--- src/rtl/sapc_pkg.sv ---
// Shared types, codes and constants of the servo angle to PWM count engine.
package sapc_pkg;

  // Joint table size and PWM frame rate
  localparam int JointCount = 18;
  localparam int PwmRateHz  = 50;

  localparam int JointW    = 6;
  localparam int JointIdxW = $clog2(JointCount);
  localparam int CmdW      = 2;
  localparam int KindW     = 3;
  localparam int UsW       = 15;
  localparam int PwmW      = 12;
  localparam int CfgIdxW   = 3;
  localparam int CfgDataW  = 16;
  localparam int FracBits  = 14;

  // Command codes
  localparam logic [CmdW-1:0] CmdSetAngle = 2'd0;
  localparam logic [CmdW-1:0] CmdSetTrim  = 2'd1;
  localparam logic [CmdW-1:0] CmdSetDir   = 2'd2;
  localparam logic [CmdW-1:0] CmdEnable   = 2'd3;

  // Result kinds
  localparam logic [KindW-1:0] KindAck      = 3'd0;
  localparam logic [KindW-1:0] KindRejected = 3'd1;
  localparam logic [KindW-1:0] KindStored   = 3'd2;
  localparam logic [KindW-1:0] KindWritten  = 3'd3;
  localparam logic [KindW-1:0] KindAllOff   = 3'd4;

  // Register indexes
  localparam logic [CfgIdxW-1:0] RegCenterCoxa  = 3'd0;
  localparam logic [CfgIdxW-1:0] RegCenterFemur = 3'd1;
  localparam logic [CfgIdxW-1:0] RegCenterTibia = 3'd2;
  localparam logic [CfgIdxW-1:0] RegTravelLimit = 3'd3;
  localparam logic [CfgIdxW-1:0] RegPulseMin    = 3'd4;
  localparam logic [CfgIdxW-1:0] RegPulseMax    = 3'd5;
  localparam logic [CfgIdxW-1:0] RegPulseCenter = 3'd6;
  localparam logic [CfgIdxW-1:0] RegSlope       = 3'd7;

  // 180/(pi*128) in Q16: Q2.13 radians to 1/64 degree
  localparam logic signed [15:0] DegPerRadQ16 = 16'sd29335;

  // counts = floor(us * CountScale / CountDiv)
  localparam longint CountScale = 64'(4096) * 64'(PwmRateHz);
  localparam longint CountDiv   = 64'(1000000);
  localparam longint CountRecip = (CountScale <<< 32) / CountDiv;
  localparam longint UsMaxL     = 64'(32767);

  localparam int CntScaleW = $clog2(CountScale + 1);
  localparam int CntDivW   = $clog2(CountDiv + 1);
  localparam int CntRecipW = $clog2(CountRecip + 1);
  localparam int CntUsKW   = $clog2(UsMaxL * CountScale + 1);
  localparam int CntQW     = $clog2((UsMaxL * CountScale) / CountDiv + 1);
  localparam int CntProdW  = (UsW + CntRecipW > 32 + CntQW) ? UsW + CntRecipW : 32 + CntQW;

  localparam logic [CntScaleW-1:0] CntScale = CntScaleW'(CountScale);
  localparam logic [CntDivW-1:0]   CntDiv   = CntDivW'(CountDiv);
  localparam logic [CntRecipW-1:0] CntRecip = CntRecipW'(CountRecip);

  typedef struct packed {
    logic [CmdW-1:0]   cmd;
    logic [JointW-1:0] joint;
    logic signed [15:0] angle;
    logic signed [15:0] trim_value;
    logic signed [7:0]  dir_sign;
    logic               enable_on;
  } sapc_item_t;

  typedef struct packed {
    logic [KindW-1:0]  kind;
    logic [JointW-1:0] joint_out;
    logic [UsW-1:0]    pulse_us;
    logic [PwmW-1:0]   pwm_counts;
    logic              clamped;
  } sapc_result_t;

  // Controller to datapath step strobes
  typedef struct packed {
    logic load;
    logic deg_mul;
    logic servo_sub;
    logic travel;
    logic slope_mul;
    logic sum;
    logic limit;
    logic cnt_mul;
    logic cnt_fix_mul;
    logic cnt_fix;
    logic finish;
  } sapc_cmd_t;

  // Datapath to controller status
  typedef struct packed {
    logic angle_path;
    logic slot_free;
  } sapc_stat_t;

  // joint mod 3, one bit per step
  function automatic logic [1:0] joint_type(input logic [JointW-1:0] j);
    logic [2:0] r;
    r = '0;
    for (int i = JointW - 1; i >= 0; i--) begin
      r = {r[1:0], j[i]};
      if (r >= 3'd3) begin
        r = r - 3'd3;
      end
    end
    return r[1:0];
  endfunction

endpackage

--- src/rtl/sapc_ifs.sv ---
// Valid/ready channel interfaces for command beats and result beats.
interface sapc_req_if;
  logic                          valid;
  logic                          ready;
  logic [sapc_pkg::CmdW-1:0]     cmd;
  logic [sapc_pkg::JointW-1:0]   joint;
  logic signed [15:0]            angle;
  logic signed [15:0]            trim_value;
  logic signed [7:0]             dir_sign;
  logic                          enable_on;

  modport source (output valid, cmd, joint, angle, trim_value, dir_sign, enable_on,
                  input ready);
  modport sink   (input valid, cmd, joint, angle, trim_value, dir_sign, enable_on,
                  output ready);
endinterface

interface sapc_rsp_if;
  logic                          valid;
  logic                          ready;
  logic [sapc_pkg::KindW-1:0]    kind;
  logic [sapc_pkg::JointW-1:0]   joint_out;
  logic [sapc_pkg::UsW-1:0]      pulse_us;
  logic [sapc_pkg::PwmW-1:0]     pwm_counts;
  logic                          clamped;

  modport source (output valid, kind, joint_out, pulse_us, pwm_counts, clamped,
                  input ready);
  modport sink   (input valid, kind, joint_out, pulse_us, pwm_counts, clamped,
                  output ready);
endinterface

--- src/rtl/sapc_ctrl.sv ---
// Step sequencer of the servo command engine.
module sapc_ctrl (
  input  logic                 clk,
  input  logic                 rst,
  input  logic                 in_valid,
  output logic                 in_ready,
  input  sapc_pkg::sapc_stat_t stat,
  output sapc_pkg::sapc_cmd_t  cmd
);

  localparam logic [3:0] ST_IDLE  = 4'd0;
  localparam logic [3:0] ST_MULA  = 4'd1;
  localparam logic [3:0] ST_SERVO = 4'd2;
  localparam logic [3:0] ST_TRAV  = 4'd3;
  localparam logic [3:0] ST_SMUL  = 4'd4;
  localparam logic [3:0] ST_SUM   = 4'd5;
  localparam logic [3:0] ST_LIM   = 4'd6;
  localparam logic [3:0] ST_CNTA  = 4'd7;
  localparam logic [3:0] ST_CNTB  = 4'd8;
  localparam logic [3:0] ST_CNTC  = 4'd9;
  localparam logic [3:0] ST_DONE  = 4'd10;

  logic [3:0] state;
  logic [3:0] state_next;
  logic       accept;

  assign in_ready = (state == ST_IDLE);
  assign accept   = in_valid && in_ready;

  always_comb begin
    state_next = state;
    cmd        = '0;
    unique case (state)
      ST_IDLE: begin
        cmd.load = accept;
        if (accept) state_next = ST_MULA;
      end
      ST_MULA: begin
        cmd.deg_mul = 1'b1;
        state_next  = stat.angle_path ? ST_SERVO : ST_DONE;
      end
      ST_SERVO: begin
        cmd.servo_sub = 1'b1;
        state_next    = ST_TRAV;
      end
      ST_TRAV: begin
        cmd.travel = 1'b1;
        state_next = ST_SMUL;
      end
      ST_SMUL: begin
        cmd.slope_mul = 1'b1;
        state_next    = ST_SUM;
      end
      ST_SUM: begin
        cmd.sum    = 1'b1;
        state_next = ST_LIM;
      end
      ST_LIM: begin
        cmd.limit  = 1'b1;
        state_next = ST_CNTA;
      end
      ST_CNTA: begin
        cmd.cnt_mul = 1'b1;
        state_next  = ST_CNTB;
      end
      ST_CNTB: begin
        cmd.cnt_fix_mul = 1'b1;
        state_next      = ST_CNTC;
      end
      ST_CNTC: begin
        cmd.cnt_fix = 1'b1;
        state_next  = ST_DONE;
      end
      ST_DONE: begin
        // hold until the result register can take the beat
        cmd.finish = stat.slot_free;
        if (stat.slot_free) state_next = ST_IDLE;
      end
      default: begin
        state_next = ST_IDLE;
      end
    endcase
  end

  always_ff @(posedge clk) begin
    if (rst) begin
      state <= ST_IDLE;
    end else begin
      state <= state_next;
    end
  end

  a_accept_starts: assert property (@(posedge clk) disable iff (rst)
    accept |=> (state == ST_MULA) && !in_ready)
    else $error("accepted beat did not start a command");

  a_short_path: assert property (@(posedge clk) disable iff (rst)
    (state == ST_MULA) && !stat.angle_path |=> (state == ST_DONE))
    else $error("non-angle command entered the angle pipeline");

  a_count_done: assert property (@(posedge clk) disable iff (rst)
    (state == ST_CNTC) |=> (state == ST_DONE) && !in_ready)
    else $error("count correction not followed by result step");

endmodule

--- src/rtl/sapc_dp.sv ---
// Datapath: registers, joint tables, angle to pulse arithmetic and result register.
module sapc_dp (
  input  logic                             clk,
  input  logic                             rst,
  input  logic                             cfg_we,
  input  logic [sapc_pkg::CfgIdxW-1:0]     cfg_index,
  input  logic [sapc_pkg::CfgDataW-1:0]    cfg_data,
  input  sapc_pkg::sapc_item_t             item,
  input  sapc_pkg::sapc_cmd_t              cmd,
  output sapc_pkg::sapc_stat_t             stat,
  output logic                             res_valid,
  input  logic                             res_ready,
  output sapc_pkg::sapc_result_t           res
);

  // Configuration registers
  logic signed [14:0] center_coxa;
  logic signed [14:0] center_femur;
  logic signed [14:0] center_tibia;
  logic [13:0]        travel_limit;
  logic [14:0]        pulse_min;
  logic [14:0]        pulse_max;
  logic [14:0]        pulse_center;
  logic [15:0]        slope;

  // Joint state
  logic signed [15:0] trim_table [sapc_pkg::JointCount];
  logic               dir_table  [sapc_pkg::JointCount];
  logic               enabled;

  // Captured command beat
  sapc_pkg::sapc_item_t          cur;
  logic                          joint_ok;
  logic [sapc_pkg::JointIdxW-1:0] jidx;

  // Arithmetic stages
  logic signed [31:0] deg_prod;
  logic signed [31:0] deg_round;
  logic signed [15:0] deg;
  logic signed [14:0] center_sel;
  logic signed [16:0] servo;
  logic signed [16:0] trav_pos;
  logic signed [16:0] trav_neg;
  logic               over_hi;
  logic               over_lo;
  logic signed [14:0] servo_lim;
  logic signed [14:0] servo_adj;
  logic               clamp;
  logic signed [31:0] slope_prod;
  logic signed [17:0] base;
  logic signed [31:0] base_q;
  logic signed [32:0] psum;
  logic signed [32:0] lo;
  logic signed [32:0] hi;
  logic signed [32:0] p_lo;
  logic signed [32:0] p_lim;
  logic [sapc_pkg::UsW-1:0]      us;
  logic [sapc_pkg::CntProdW-1:0] recip_prod;
  logic [sapc_pkg::CntUsKW-1:0]  us_k;
  logic [sapc_pkg::CntQW-1:0]    q_est;
  logic [sapc_pkg::CntUsKW-1:0]  qd;
  logic [sapc_pkg::CntUsKW-1:0]  rem;
  logic [sapc_pkg::CntQW-1:0]    q_fix;
  logic [sapc_pkg::PwmW-1:0]     pwm;
  sapc_pkg::sapc_result_t        res_next;

  assign joint_ok = (cur.joint < sapc_pkg::JointW'(sapc_pkg::JointCount));
  assign jidx     = cur.joint[sapc_pkg::JointIdxW-1:0];

  assign stat.angle_path = (cur.cmd == sapc_pkg::CmdSetAngle) && joint_ok;
  assign stat.slot_free  = !res_valid || res_ready;

  always_ff @(posedge clk) begin
    if (rst) begin
      center_coxa  <= '0;
      center_femur <= '0;
      center_tibia <= '0;
      travel_limit <= 14'd5760;
      pulse_min    <= 15'd500;
      pulse_max    <= 15'd2500;
      pulse_center <= 15'd1500;
      slope        <= 16'd2844;
    end else if (cfg_we) begin
      unique case (cfg_index)
        sapc_pkg::RegCenterCoxa:  center_coxa  <= $signed(cfg_data[14:0]);
        sapc_pkg::RegCenterFemur: center_femur <= $signed(cfg_data[14:0]);
        sapc_pkg::RegCenterTibia: center_tibia <= $signed(cfg_data[14:0]);
        sapc_pkg::RegTravelLimit: travel_limit <= cfg_data[13:0];
        sapc_pkg::RegPulseMin:    pulse_min    <= cfg_data[14:0];
        sapc_pkg::RegPulseMax:    pulse_max    <= cfg_data[14:0];
        sapc_pkg::RegPulseCenter: pulse_center <= cfg_data[14:0];
        sapc_pkg::RegSlope:       slope        <= cfg_data;
      endcase
    end
  end

  always_ff @(posedge clk) begin
    if (cmd.load) cur <= item;
  end

  // Degrees: round Q16 product to 1/64 degree, then take off the joint type center
  always_comb begin
    deg_round = deg_prod + 32'sd32768;
    deg       = deg_round[31:16];
    unique case (sapc_pkg::joint_type(cur.joint))
      2'd0:    center_sel = center_coxa;
      2'd1:    center_sel = center_femur;
      default: center_sel = center_tibia;
    endcase
  end

  always_comb begin
    trav_pos  = $signed({3'b000, travel_limit});
    trav_neg  = -trav_pos;
    over_hi   = servo > trav_pos;
    over_lo   = servo < trav_neg;
    servo_lim = over_hi ? trav_pos[14:0] : (over_lo ? trav_neg[14:0] : servo[14:0]);
  end

  // Base pulse from the stored trim of the joint
  always_comb begin
    base   = $signed({3'b000, pulse_center}) + $signed({{2{trim_table[jidx][15]}},
             trim_table[jidx]});
    base_q = {base, 14'b0};
    lo     = $signed({4'b0000, pulse_min, 14'b0});
    hi     = $signed({4'b0000, pulse_max, 14'b0});
    p_lo   = (psum < lo) ? lo : psum;
    p_lim  = (p_lo > hi) ? hi : p_lo;
  end

  always_comb begin
    recip_prod = sapc_pkg::CntProdW'(us) * sapc_pkg::CntProdW'(sapc_pkg::CntRecip);
    rem        = us_k - qd;
    q_fix      = q_est + sapc_pkg::CntQW'(rem >= sapc_pkg::CntUsKW'(sapc_pkg::CntDiv));
  end

  always_ff @(posedge clk) begin
    if (cmd.deg_mul) deg_prod <= cur.angle * sapc_pkg::DegPerRadQ16;
    if (cmd.servo_sub) begin
      servo <= $signed({deg[15], deg}) - $signed({{2{center_sel[14]}}, center_sel});
    end
    if (cmd.travel) begin
      clamp     <= over_hi || over_lo;
      servo_adj <= dir_table[jidx] ? -servo_lim : servo_lim;
    end
    if (cmd.slope_mul) slope_prod <= servo_adj * $signed({1'b0, slope});
    if (cmd.sum)       psum <= $signed({base_q[31], base_q}) +
                               $signed({slope_prod[31], slope_prod});
    if (cmd.limit)     us <= p_lim[sapc_pkg::FracBits +: sapc_pkg::UsW];
    if (cmd.cnt_mul) begin
      us_k  <= sapc_pkg::CntUsKW'(us) * sapc_pkg::CntUsKW'(sapc_pkg::CntScale);
      q_est <= recip_prod[32 +: sapc_pkg::CntQW];
    end
    if (cmd.cnt_fix_mul) begin
      qd <= sapc_pkg::CntUsKW'(q_est) * sapc_pkg::CntUsKW'(sapc_pkg::CntDiv);
    end
    if (cmd.cnt_fix) pwm <= q_fix[sapc_pkg::PwmW-1:0];
  end

  always_comb begin
    res_next           = '0;
    res_next.joint_out = cur.joint;
    if (cur.cmd == sapc_pkg::CmdEnable) begin
      res_next.joint_out = '0;
      res_next.kind      = cur.enable_on ? sapc_pkg::KindAck : sapc_pkg::KindAllOff;
    end else if (!joint_ok) begin
      res_next.kind = sapc_pkg::KindRejected;
    end else if (cur.cmd == sapc_pkg::CmdSetAngle) begin
      res_next.kind       = enabled ? sapc_pkg::KindWritten : sapc_pkg::KindStored;
      res_next.pulse_us   = us;
      res_next.pwm_counts = pwm;
      res_next.clamped    = clamp;
    end else begin
      res_next.kind = sapc_pkg::KindAck;
    end
  end

  // Apply table and enable side effects when the result is committed
  always_ff @(posedge clk) begin
    if (rst) begin
      enabled <= 1'b0;
      for (int i = 0; i < sapc_pkg::JointCount; i++) begin
        trim_table[i] <= '0;
        dir_table[i]  <= 1'b0;
      end
    end else if (cmd.finish) begin
      if (cur.cmd == sapc_pkg::CmdEnable) begin
        enabled <= cur.enable_on;
      end else if (joint_ok && (cur.cmd == sapc_pkg::CmdSetTrim)) begin
        trim_table[jidx] <= cur.trim_value;
      end else if (joint_ok && (cur.cmd == sapc_pkg::CmdSetDir)) begin
        dir_table[jidx] <= cur.dir_sign[7];
      end
    end
  end

  always_ff @(posedge clk) begin
    if (rst) begin
      res_valid <= 1'b0;
    end else if (cmd.finish) begin
      res_valid <= 1'b1;
    end else if (res_ready) begin
      res_valid <= 1'b0;
    end
  end

  always_ff @(posedge clk) begin
    if (cmd.finish) res <= res_next;
  end

  a_finish_shows: assert property (@(posedge clk) disable iff (rst)
    cmd.finish |=> res_valid)
    else $error("committed result beat not presented");

  a_travel_bound: assert property (@(posedge clk) disable iff (rst)
    cmd.travel |=> (servo_adj <= $signed({1'b0, travel_limit})) &&
                   (servo_adj >= -$signed({1'b0, travel_limit})))
    else $error("servo offset outside travel limit");

  a_pulse_bound: assert property (@(posedge clk) disable iff (rst)
    cmd.limit |=> (us <= pulse_max) && ((us >= pulse_min) || (pulse_min > pulse_max)))
    else $error("pulse outside configured limits");

endmodule

--- src/rtl/servo_angle_to_pwm_counts.sv ---
// Servo command engine top level: sequencer, datapath and channel hookup.
// Takes one command beat at a time. Set angle runs through a chain of registered
// steps (angle multiply, center subtract, travel clamp, slope multiply, pulse sum,
// pulse limit, then three steps that turn the pulse into PWM counts by reciprocal
// multiply and one correction) before the result beat; set trim, set direction,
// enable control and rejected joints pass from the angle multiply step straight
// to the result step. The result sits in an output register, so the next command
// is taken while a result waits; the engine stalls only if a second result is
// ready before the first has been taken.
// Configuration writes are taken on any cycle and must come while idle.
module servo_angle_to_pwm_counts (
  input  logic                          clk,
  input  logic                          rst,
  input  logic                          cfg_we,
  input  logic [sapc_pkg::CfgIdxW-1:0]  cfg_index,
  input  logic [sapc_pkg::CfgDataW-1:0] cfg_data,
  sapc_req_if.sink                      req,
  sapc_rsp_if.source                    rsp
);

  sapc_pkg::sapc_cmd_t    cmd;
  sapc_pkg::sapc_stat_t   stat;
  sapc_pkg::sapc_item_t   item;
  sapc_pkg::sapc_result_t res;
  logic                   res_valid;

  assign item.cmd        = req.cmd;
  assign item.joint      = req.joint;
  assign item.angle      = req.angle;
  assign item.trim_value = req.trim_value;
  assign item.dir_sign   = req.dir_sign;
  assign item.enable_on  = req.enable_on;

  sapc_ctrl u_ctrl (
    .clk      (clk),
    .rst      (rst),
    .in_valid (req.valid),
    .in_ready (req.ready),
    .stat     (stat),
    .cmd      (cmd)
  );

  sapc_dp u_dp (
    .clk       (clk),
    .rst       (rst),
    .cfg_we    (cfg_we),
    .cfg_index (cfg_index),
    .cfg_data  (cfg_data),
    .item      (item),
    .cmd       (cmd),
    .stat      (stat),
    .res_valid (res_valid),
    .res_ready (rsp.ready),
    .res       (res)
  );

  assign rsp.valid      = res_valid;
  assign rsp.kind       = res.kind;
  assign rsp.joint_out  = res.joint_out;
  assign rsp.pulse_us   = res.pulse_us;
  assign rsp.pwm_counts = res.pwm_counts;
  assign rsp.clamped    = res.clamped;

endmodule
--- src/flat_wrapper.sv ---
// flat-port wrapper written by rule: the top's interface ports become plain ports
module servo_angle_to_pwm_counts_flat 
  (clk, rst, cfg_we, cfg_index, cfg_data, req_valid, req_cmd, req_joint, req_angle, req_trim_value, req_dir_sign, req_enable_on, req_ready, rsp_valid, rsp_kind, rsp_joint_out, rsp_pulse_us, rsp_pwm_counts, rsp_clamped, rsp_ready);
  sapc_req_if req_i ();
  sapc_rsp_if rsp_i ();
  input  logic clk;
  input  logic rst;
  input  logic cfg_we;
  input  logic [sapc_pkg::CfgIdxW-1:0] cfg_index;
  input  logic [sapc_pkg::CfgDataW-1:0] cfg_data;
  input wire logic [$bits(req_i.valid)-1:0] req_valid;
  input wire logic [$bits(req_i.cmd)-1:0] req_cmd;
  input wire logic [$bits(req_i.joint)-1:0] req_joint;
  input wire logic [$bits(req_i.angle)-1:0] req_angle;
  input wire logic [$bits(req_i.trim_value)-1:0] req_trim_value;
  input wire logic [$bits(req_i.dir_sign)-1:0] req_dir_sign;
  input wire logic [$bits(req_i.enable_on)-1:0] req_enable_on;
  output wire logic [$bits(req_i.ready)-1:0] req_ready;
  output wire logic [$bits(rsp_i.valid)-1:0] rsp_valid;
  output wire logic [$bits(rsp_i.kind)-1:0] rsp_kind;
  output wire logic [$bits(rsp_i.joint_out)-1:0] rsp_joint_out;
  output wire logic [$bits(rsp_i.pulse_us)-1:0] rsp_pulse_us;
  output wire logic [$bits(rsp_i.pwm_counts)-1:0] rsp_pwm_counts;
  output wire logic [$bits(rsp_i.clamped)-1:0] rsp_clamped;
  input wire logic [$bits(rsp_i.ready)-1:0] rsp_ready;
  assign req_i.valid = req_valid;
  assign req_i.cmd = req_cmd;
  assign req_i.joint = req_joint;
  assign req_i.angle = req_angle;
  assign req_i.trim_value = req_trim_value;
  assign req_i.dir_sign = req_dir_sign;
  assign req_i.enable_on = req_enable_on;
  assign req_ready = req_i.ready;
  assign rsp_valid = rsp_i.valid;
  assign rsp_kind = rsp_i.kind;
  assign rsp_joint_out = rsp_i.joint_out;
  assign rsp_pulse_us = rsp_i.pulse_us;
  assign rsp_pwm_counts = rsp_i.pwm_counts;
  assign rsp_clamped = rsp_i.clamped;
  assign rsp_i.ready = rsp_ready;
  servo_angle_to_pwm_counts u_core (.clk(clk), .rst(rst), .cfg_we(cfg_we), .cfg_index(cfg_index), .cfg_data(cfg_data), .req(req_i), .rsp(rsp_i));
endmodule
--- config.mk ---
export PLATFORM = sky130hd
export DESIGN_NAME = servo_angle_to_pwm_counts_flat
export DESIGN_NICKNAME = d
export VERILOG_FILES = /design/src/rtl/sapc_pkg.sv /design/src/rtl/sapc_ifs.sv /design/src/rtl/sapc_ctrl.sv /design/src/rtl/sapc_dp.sv /design/src/rtl/servo_angle_to_pwm_counts.sv /design/src/flat_wrapper.sv
export SDC_FILE = /design/constraint.sdc
export NUM_CORES = 2
export LEC_CHECK = 0
export ABC_AREA = 1
export ABC_CLOCK_PERIOD_IN_PS = 7600
export BUFFER_PORTS_ARGS = -buffer_cell sky130_fd_sc_hd__buf_2
export CORE_AREA = 4 4 344 430
export DETAILED_ROUTE_END_ITERATION = 7
export DIE_AREA = 0 0 348 434
export PLACE_DENSITY = 0.69
export SYNTH_ARGS = -nofsm -noshare
export SYNTH_HDL_FRONTEND = slang
export SYNTH_SLANG_ARGS = --single-unit
export TNS_END_PERCENT = 50
--- constraint.sdc ---
create_clock -name clk -period 7.6 [get_ports clk]
set_input_delay 1.14 -clock clk [delete_from_list [all_inputs] [get_ports clk]]
set_output_delay 1.14 -clock clk [all_outputs]
set_load 0.01 [all_outputs]
-- After elaboration in Yosys (flattened, before gate mapping)
Memory sizes are Yosys's and may differ from the RTL's. A register that Yosys moved wholly into a read port is not among the register bits.
Cells that the tools add are included.
- register bits after elaboration: 429
- memories: 2
- output and inout bits: 39
- word-level logic and storage cells: 168
- memory bits (writable): 306
- add/sub/neg operators: 13
- reduce and logical (&&, ||, !) cells: 25
- magnitude comparators: 11
- bitwise gates (word level): 2
- equal/unequal tests: 23
- multiply operators: 5
- multiplexer cells: 54
- memory list (memory ; words ; width ; read ports ; clocked after Yosys merged registers in ; write ports ; RTL line ; RTL):
    u_core.u_dp.trim_table ; 18 ; 16 ; 1 ; 1 ; 18 ; sapc_dp.sv:27 ; logic signed [15:0] trim_table [sapc_pkg::JointCount];
    u_core.u_dp.dir_table ; 18 ; 1 ; 1 ; 1 ; 18 ; sapc_dp.sv:28 ; logic dir_table [sapc_pkg::JointCount];
- operators with widths (kind ; number):
    15-bit 2-to-1 mux ; 3
    15-bit by 29-bit multiplier with 44-bit output, second input constant ; 1
    4-bit case mux with 11 select lines ; 1
    31-bit by 32-bit adder with 33-bit output ; 1
    33-bit by 20-bit greater-or-equal comparator with 1-bit output, second input constant ; 1
    33-bit by 30-bit > comparator with 1-bit output ; 1
    33-bit by 30-bit less-than comparator with 1-bit output ; 1
    33-bit 2-to-1 mux ; 1
    33-bit subtractor ; 1
    32-bit by 17-bit adder with 32-bit output, second input constant ; 1
    15-bit by 17-bit multiplier with 32-bit output ; 1
    16-bit by 16-bit multiplier with 32-bit output, second input constant ; 1
    1-bit 2-to-1 mux ; 30
    15-bit case mux with 2 select lines ; 1
    29-bit 2-to-1 mux ; 1
    13-bit by 14-bit multiplier with 27-bit output, second input constant ; 1
    15-bit by 5-bit multiplier with 20-bit output, second input constant ; 1
    5-bit 2-to-1 mux ; 4
    2-bit AND reduction ; 10
    16-bit by 16-bit adder with 17-bit output ; 1
    17-bit by 15-bit > comparator with 1-bit output ; 1
    17-bit less-than comparator ; 1
    14-bit negation with 17-bit output ; 1
    16-bit by 15-bit subtractor with 17-bit output ; 1
    other kinds (32) ; 66

-- Longest topological paths before layout
- depth in word-level cells: 13
- depth in mapped cells: 41

-- Hierarchy
From an unflattened synthesis, not the netlist that was laid out.
- cells, all modules: 7216
- area, all modules: 69121.3 um^2
- modules (own cells, without submodules) (module ; cells an instance ; area each (um^2) ; times used):
    sapc_dp ; 7161 ; 68823.5 ; 1
    sapc_ctrl ; 55 ; 297.8 ; 1

-- Worst setup path after synthesis
OpenSTA, ideal clock, no wires.
- kind: flip-flop to flip-flop
- start: register u_core.u_dp.servo_adj[0]
- end: register u_core.u_dp.slope_prod[28], data pin
- required time: 7348 ps
- path buffers: 2
- setup slack: 1485 ps
- arrival: 5862 ps
- stages on the path, launching flop included: 27
- path through: edfxtp_1 > clkbuf_1 > clkbuf_1 > nand2_1 > fa_1 > inv_1 > fa_1 > inv_1 > fa_1 > inv_1 > fa_1 > inv_1 > fa_1 > inv_1 > fa_1 > ha_1 > nand2_1 > nor2_1 > inv_1 > o21bai_1 > a21boi_0 > o21ai_0 > a21oi_1 > o21bai_1 > nand3_1 > nand3_1 > nand2_1
- cells in the longest elaborated chain, start to end: 1
- RTL lines (element ; RTL line ; RTL):
    start: declaration ; sapc_dp.sv:47 ; logic signed [14:0] servo_adj;
    start signal: assignment ; sapc_dp.sv:144 ; servo_adj <= dir_table[jidx] ? -servo_lim : servo_lim;
    15-bit by 17-bit multiplier with 32-bit output ; sapc_dp.sv:146 ; if (cmd.slope_mul) slope_prod <= servo_adj * $signed({1'b0, slope});
    end signal: assignment ; sapc_dp.sv:146 ;
    end: declaration ; sapc_dp.sv:49 ; logic signed [31:0] slope_prod;
No other way between the ends.
A chain may end at the register's enable or synchronous reset.

-- Worst setup path in the final report
- start: register u_core.u_dp.slope[7]
- end: register u_core.u_dp.slope_prod[28], data pin
- cells in the longest elaborated chain, start to end: 1
- RTL lines (element ; RTL line ; RTL):
    start: declaration ; sapc_dp.sv:24 ; logic [15:0] slope;
    start signal: assignment ; sapc_dp.sv:92 ; sapc_pkg::RegSlope: slope <= cfg_data;
    15-bit by 17-bit multiplier with 32-bit output ; sapc_dp.sv:146 ;
No other way between the ends.

==> results.yml <==
clock_network:
  clockBufferDepth: 3
  cts-root-buf: "clkbuf_16"
  cts_setup_buffers: 0
  cts_tree: "yes"
  clk_pin_slew_ps: 60
  cts_resized: 0
  clock_latency_ps: 750
  cts_max_level: 3
  clock-sinks: 956
  cts_hold_buf: 0
  cts_buffers: 97
routing:
  num_vias: 50200
  ant_nets: 0
  firstDrtPassIters: 6
  first_iter_violations: 3644
  drc: 0
  viasPerCell: 5.35
  postRouteWirelength_um: 178000
  wire_per_inst_um: 19.0
floorplanning:
  ios: 112
  die-area_sq_mm: 0.151
  row_count: 156
  start_util_pct: 47.7
  core_sq_mm: 0.144
  die_h_um: 434
  die_x_um: 348
timing:
  hold_viol: 0
  slew_headroom_pct: 22.9
  drv_slew: 0
  worst_pin_slew_ps: 1150
  final.setup_skew_ps: 66.0
  fin_tns_setup_ps: 0
  setup_violations: 0
  fin_crit_sh_pct: 89.2
  finalCriticalPeriod_ps: 6780
  fmax_ghz: 0.148
  rsz0062_at_grt: "false"
synthesis:
  avgSynthCellArea_sq_um: 9.61
  synth_top_area_share_pct: 36.1
  synth_largest_area_cell: "edfxtp_1"
  yosysWarnings: 0
  synth_seq_area_share_pct: 39.9
  synthFlopType: "edfxtp_1"
  synth_cells: 7150
  synth-edff-count: 825
  yosysUniqueCellTypes: 62
  synthArstFlopShare_pct: 0
  ys_top_cells_by_area: "edfxtp_1, fa_1, ha_1, inv_1, nor2_1"
  netlist_area_sq_mm: 0.0687
  synth-seq-cells: 956
global_route:
  grt_util_all_layers_pct: 23.7
  first_global_vias: 51300
  grt_overflow: 0
  antenna_found_initial: 22
  grt_max_degree: 137
  grt_pass1_wl_um: 278000
setup_path:
  cp_max_fo: 14
  setup.worst_path.start_class: "flip-flop"
  r2r_setup_slack_ps: 820
  critPathKind: "reg2reg"
  cp.required_ps: 8050
  crit_path_end_kind: "flip-flop"
  cp.arrival_ps: 7230
job:
  cap_viol_max_count: 0
finish:
  drive_gt1_share_pct: 5.26
  nets: 8626
  synthToLayoutAreaGrowth_pct: 9.45
  fillers: 13100
placement:
  hpwl_um: 133000
  routabilityCongestion: 0.945
  portBuffers: 104
pwr:
  power.density_mw_per_mm2: 462
  p_leak_nw: 34.1
  ir_drop_uv: 1230
  fin_total_pwr_mw: 34.7
min_path:
  hp-class: "reg2reg"
status:
  outcome: "finished, final reports clean"
path summary, 6_finish.rpt:
path	end	start	cells after the start
worst max register to register	u_core.u_dp.slope_prod[28]	u_core.u_dp.slope[7]	25
worst max-delay path	u_core.u_dp.slope_prod[28]	u_core.u_dp.slope[7]	25
worst min register to register	u_core.u_dp.psum[13]	u_core.u_dp.slope_prod[13]	0
worst min-delay path	u_core.u_dp.psum[13]	u_core.u_dp.slope_prod[13]	0
logic make-up (layout without fill, tap and decap cells):
family | after synthesis | count (layout) | share of synthesized area, %
other | 1 | 252 | 0.00546
AO/OA/AOI/OAI | 1110 | 1110 | 9.32
flip-flops | 956 | 956 | 39.9
AND/OR/NAND/NOR | 2204 | 2204 | 13.1
adder cells (fa/ha/maj) | 1163 | 1163 | 26.6
XOR/XNOR | 215 | 215 | 2.74
buffers and inverters | 1501 | 1584 | 8.29
routing by layer:
metal	global-route usage [%]	up-vias	share of wire [%]
li1	-	23700	-
met4	11.0	8	4.9
met2	43.4	1596	51
met3	3.54	456	6.2
met1	27.2	24400	38
met5	0	-	0.030
registers in the layout, indices dropped and copies added, names as in the netlist, 16 cells and up, named ones only:
register,cells
u_core.u_dp.slope_prod,32
u_core.u_dp.us_k,20
u_core.u_dp.psum,33
u_core.u_dp.res,37
u_core.u_dp.qd,27
u_core.u_dp.deg_prod,17
u_core.u_dp.slope,16
u_core.u_dp.dir_table,32
u_core.u_dp.cur,42
u_core.u_dp.trim_table,512
u_core.u_dp.servo,17
power breakdown:
group | switching (mW) | internal, mW
Clock | 2.13 | 2.62
Sequential | 0.359 | 7.17
Combinational | 14.1 | 8.36
placed cells by master, fill, tap and decap left out, types with 22 or more instances in the layout:
cell type	synthesis	layout
xnor2_1	68	68
a21oi_1	269	269
edfxtp_1	825	825
conb_1	1	238
dfxtp_1	131	128
nand3_1	162	162
inv_1	1214	1210
o22ai_1	38	38
a31oi_1	33	33
ha_1	664	664
clkbuf_1	212	22
o221ai_1	101	101
nand3b_1	35	35
clkbuf_16	0	98
o21ai_0	530	530
xor2_1	147	147
buf_4	2	60
o211ai_1	40	40
nand4_1	36	36
clkinv_1	5	25
fa_1	499	499
nor2_1	992	987
buf_2	36	104
nor3_1	33	33
nand2_1	873	873
synth_stat cells (12+ instances only):
library cell / count
a21o_1: 13
a21oi_1: 269
a31oi_1: 33
a32oi_1: 14
buf_1: 12
buf_2: 36
clkbuf_1: 212
dfxtp_1: 131
edfxtp_1: 825
fa_1: 499
ha_1: 664
inv_1: 1214
inv_2: 17
nand2_1: 873
nand2_2: 19
nand3_1: 162
nand3b_1: 35
nand4_1: 36
nor2_1: 992
nor3_1: 33
o211ai_1: 40
o21ai_0: 530
o21bai_1: 17
o221ai_1: 101
o22ai_1: 38
or2_2: 20
xnor2_1: 68
xor2_1: 147
area by class of cell:
| type | count | area, sq um | area share [%] |
|---|---|---|---|
| Timing Repair Buffer | 168 | 1050 | 1.40 |
| Sequential cell | 956 | 27400 | 36.4 |
| Antenna cell | 14 | 35.0 | 0.0466 |
| Clock inverter | 57 | 578 | 0.769 |
| Tap cell | 1896 | 2370 | 3.16 |
| Clock buffer | 122 | 2560 | 3.41 |
| Inverter | 1237 | 4660 | 6.19 |
| Multi-Input combinational cell | 4930 | 36500 | 48.6 |
worst max-delay path: stages, from the launching register on:
cell and delay (ps):
dfxtp_1 840, nand2_1 180, fa_1 570, inv_1 60, fa_1 490, inv_1 50, fa_1 540, inv_1 50
fa_1 470, inv_1 50, fa_1 470, inv_1 50, fa_1 440, ha_1 380, nand2_1 90, nor2_1 100
inv_1 40, o21bai_1 210, buf_4 170, a21boi_0 130, o21ai_0 400, a21oi_1 190, o21bai_1 230, nand3_1 130
nand3_1 100, nand2_1 50
per-stage QoR:
stage          util, %  hold slack (ps)  worst slack [ps]  instance area [sq um]  std cells
2_1_floorplan        -              400              1490                  69600       7387
3_3_place_gp      50.0              402               892                  72000       9187
3_5_place_dp      50.0              405               911                  72000       9187
4_1_cts           52.2              385               863                  75200       9366
5_1_grt           52.2              377               170                  75200       9370
6_report          52.2              385               822                  75200       9380
(Power assumes the default switching activity.)
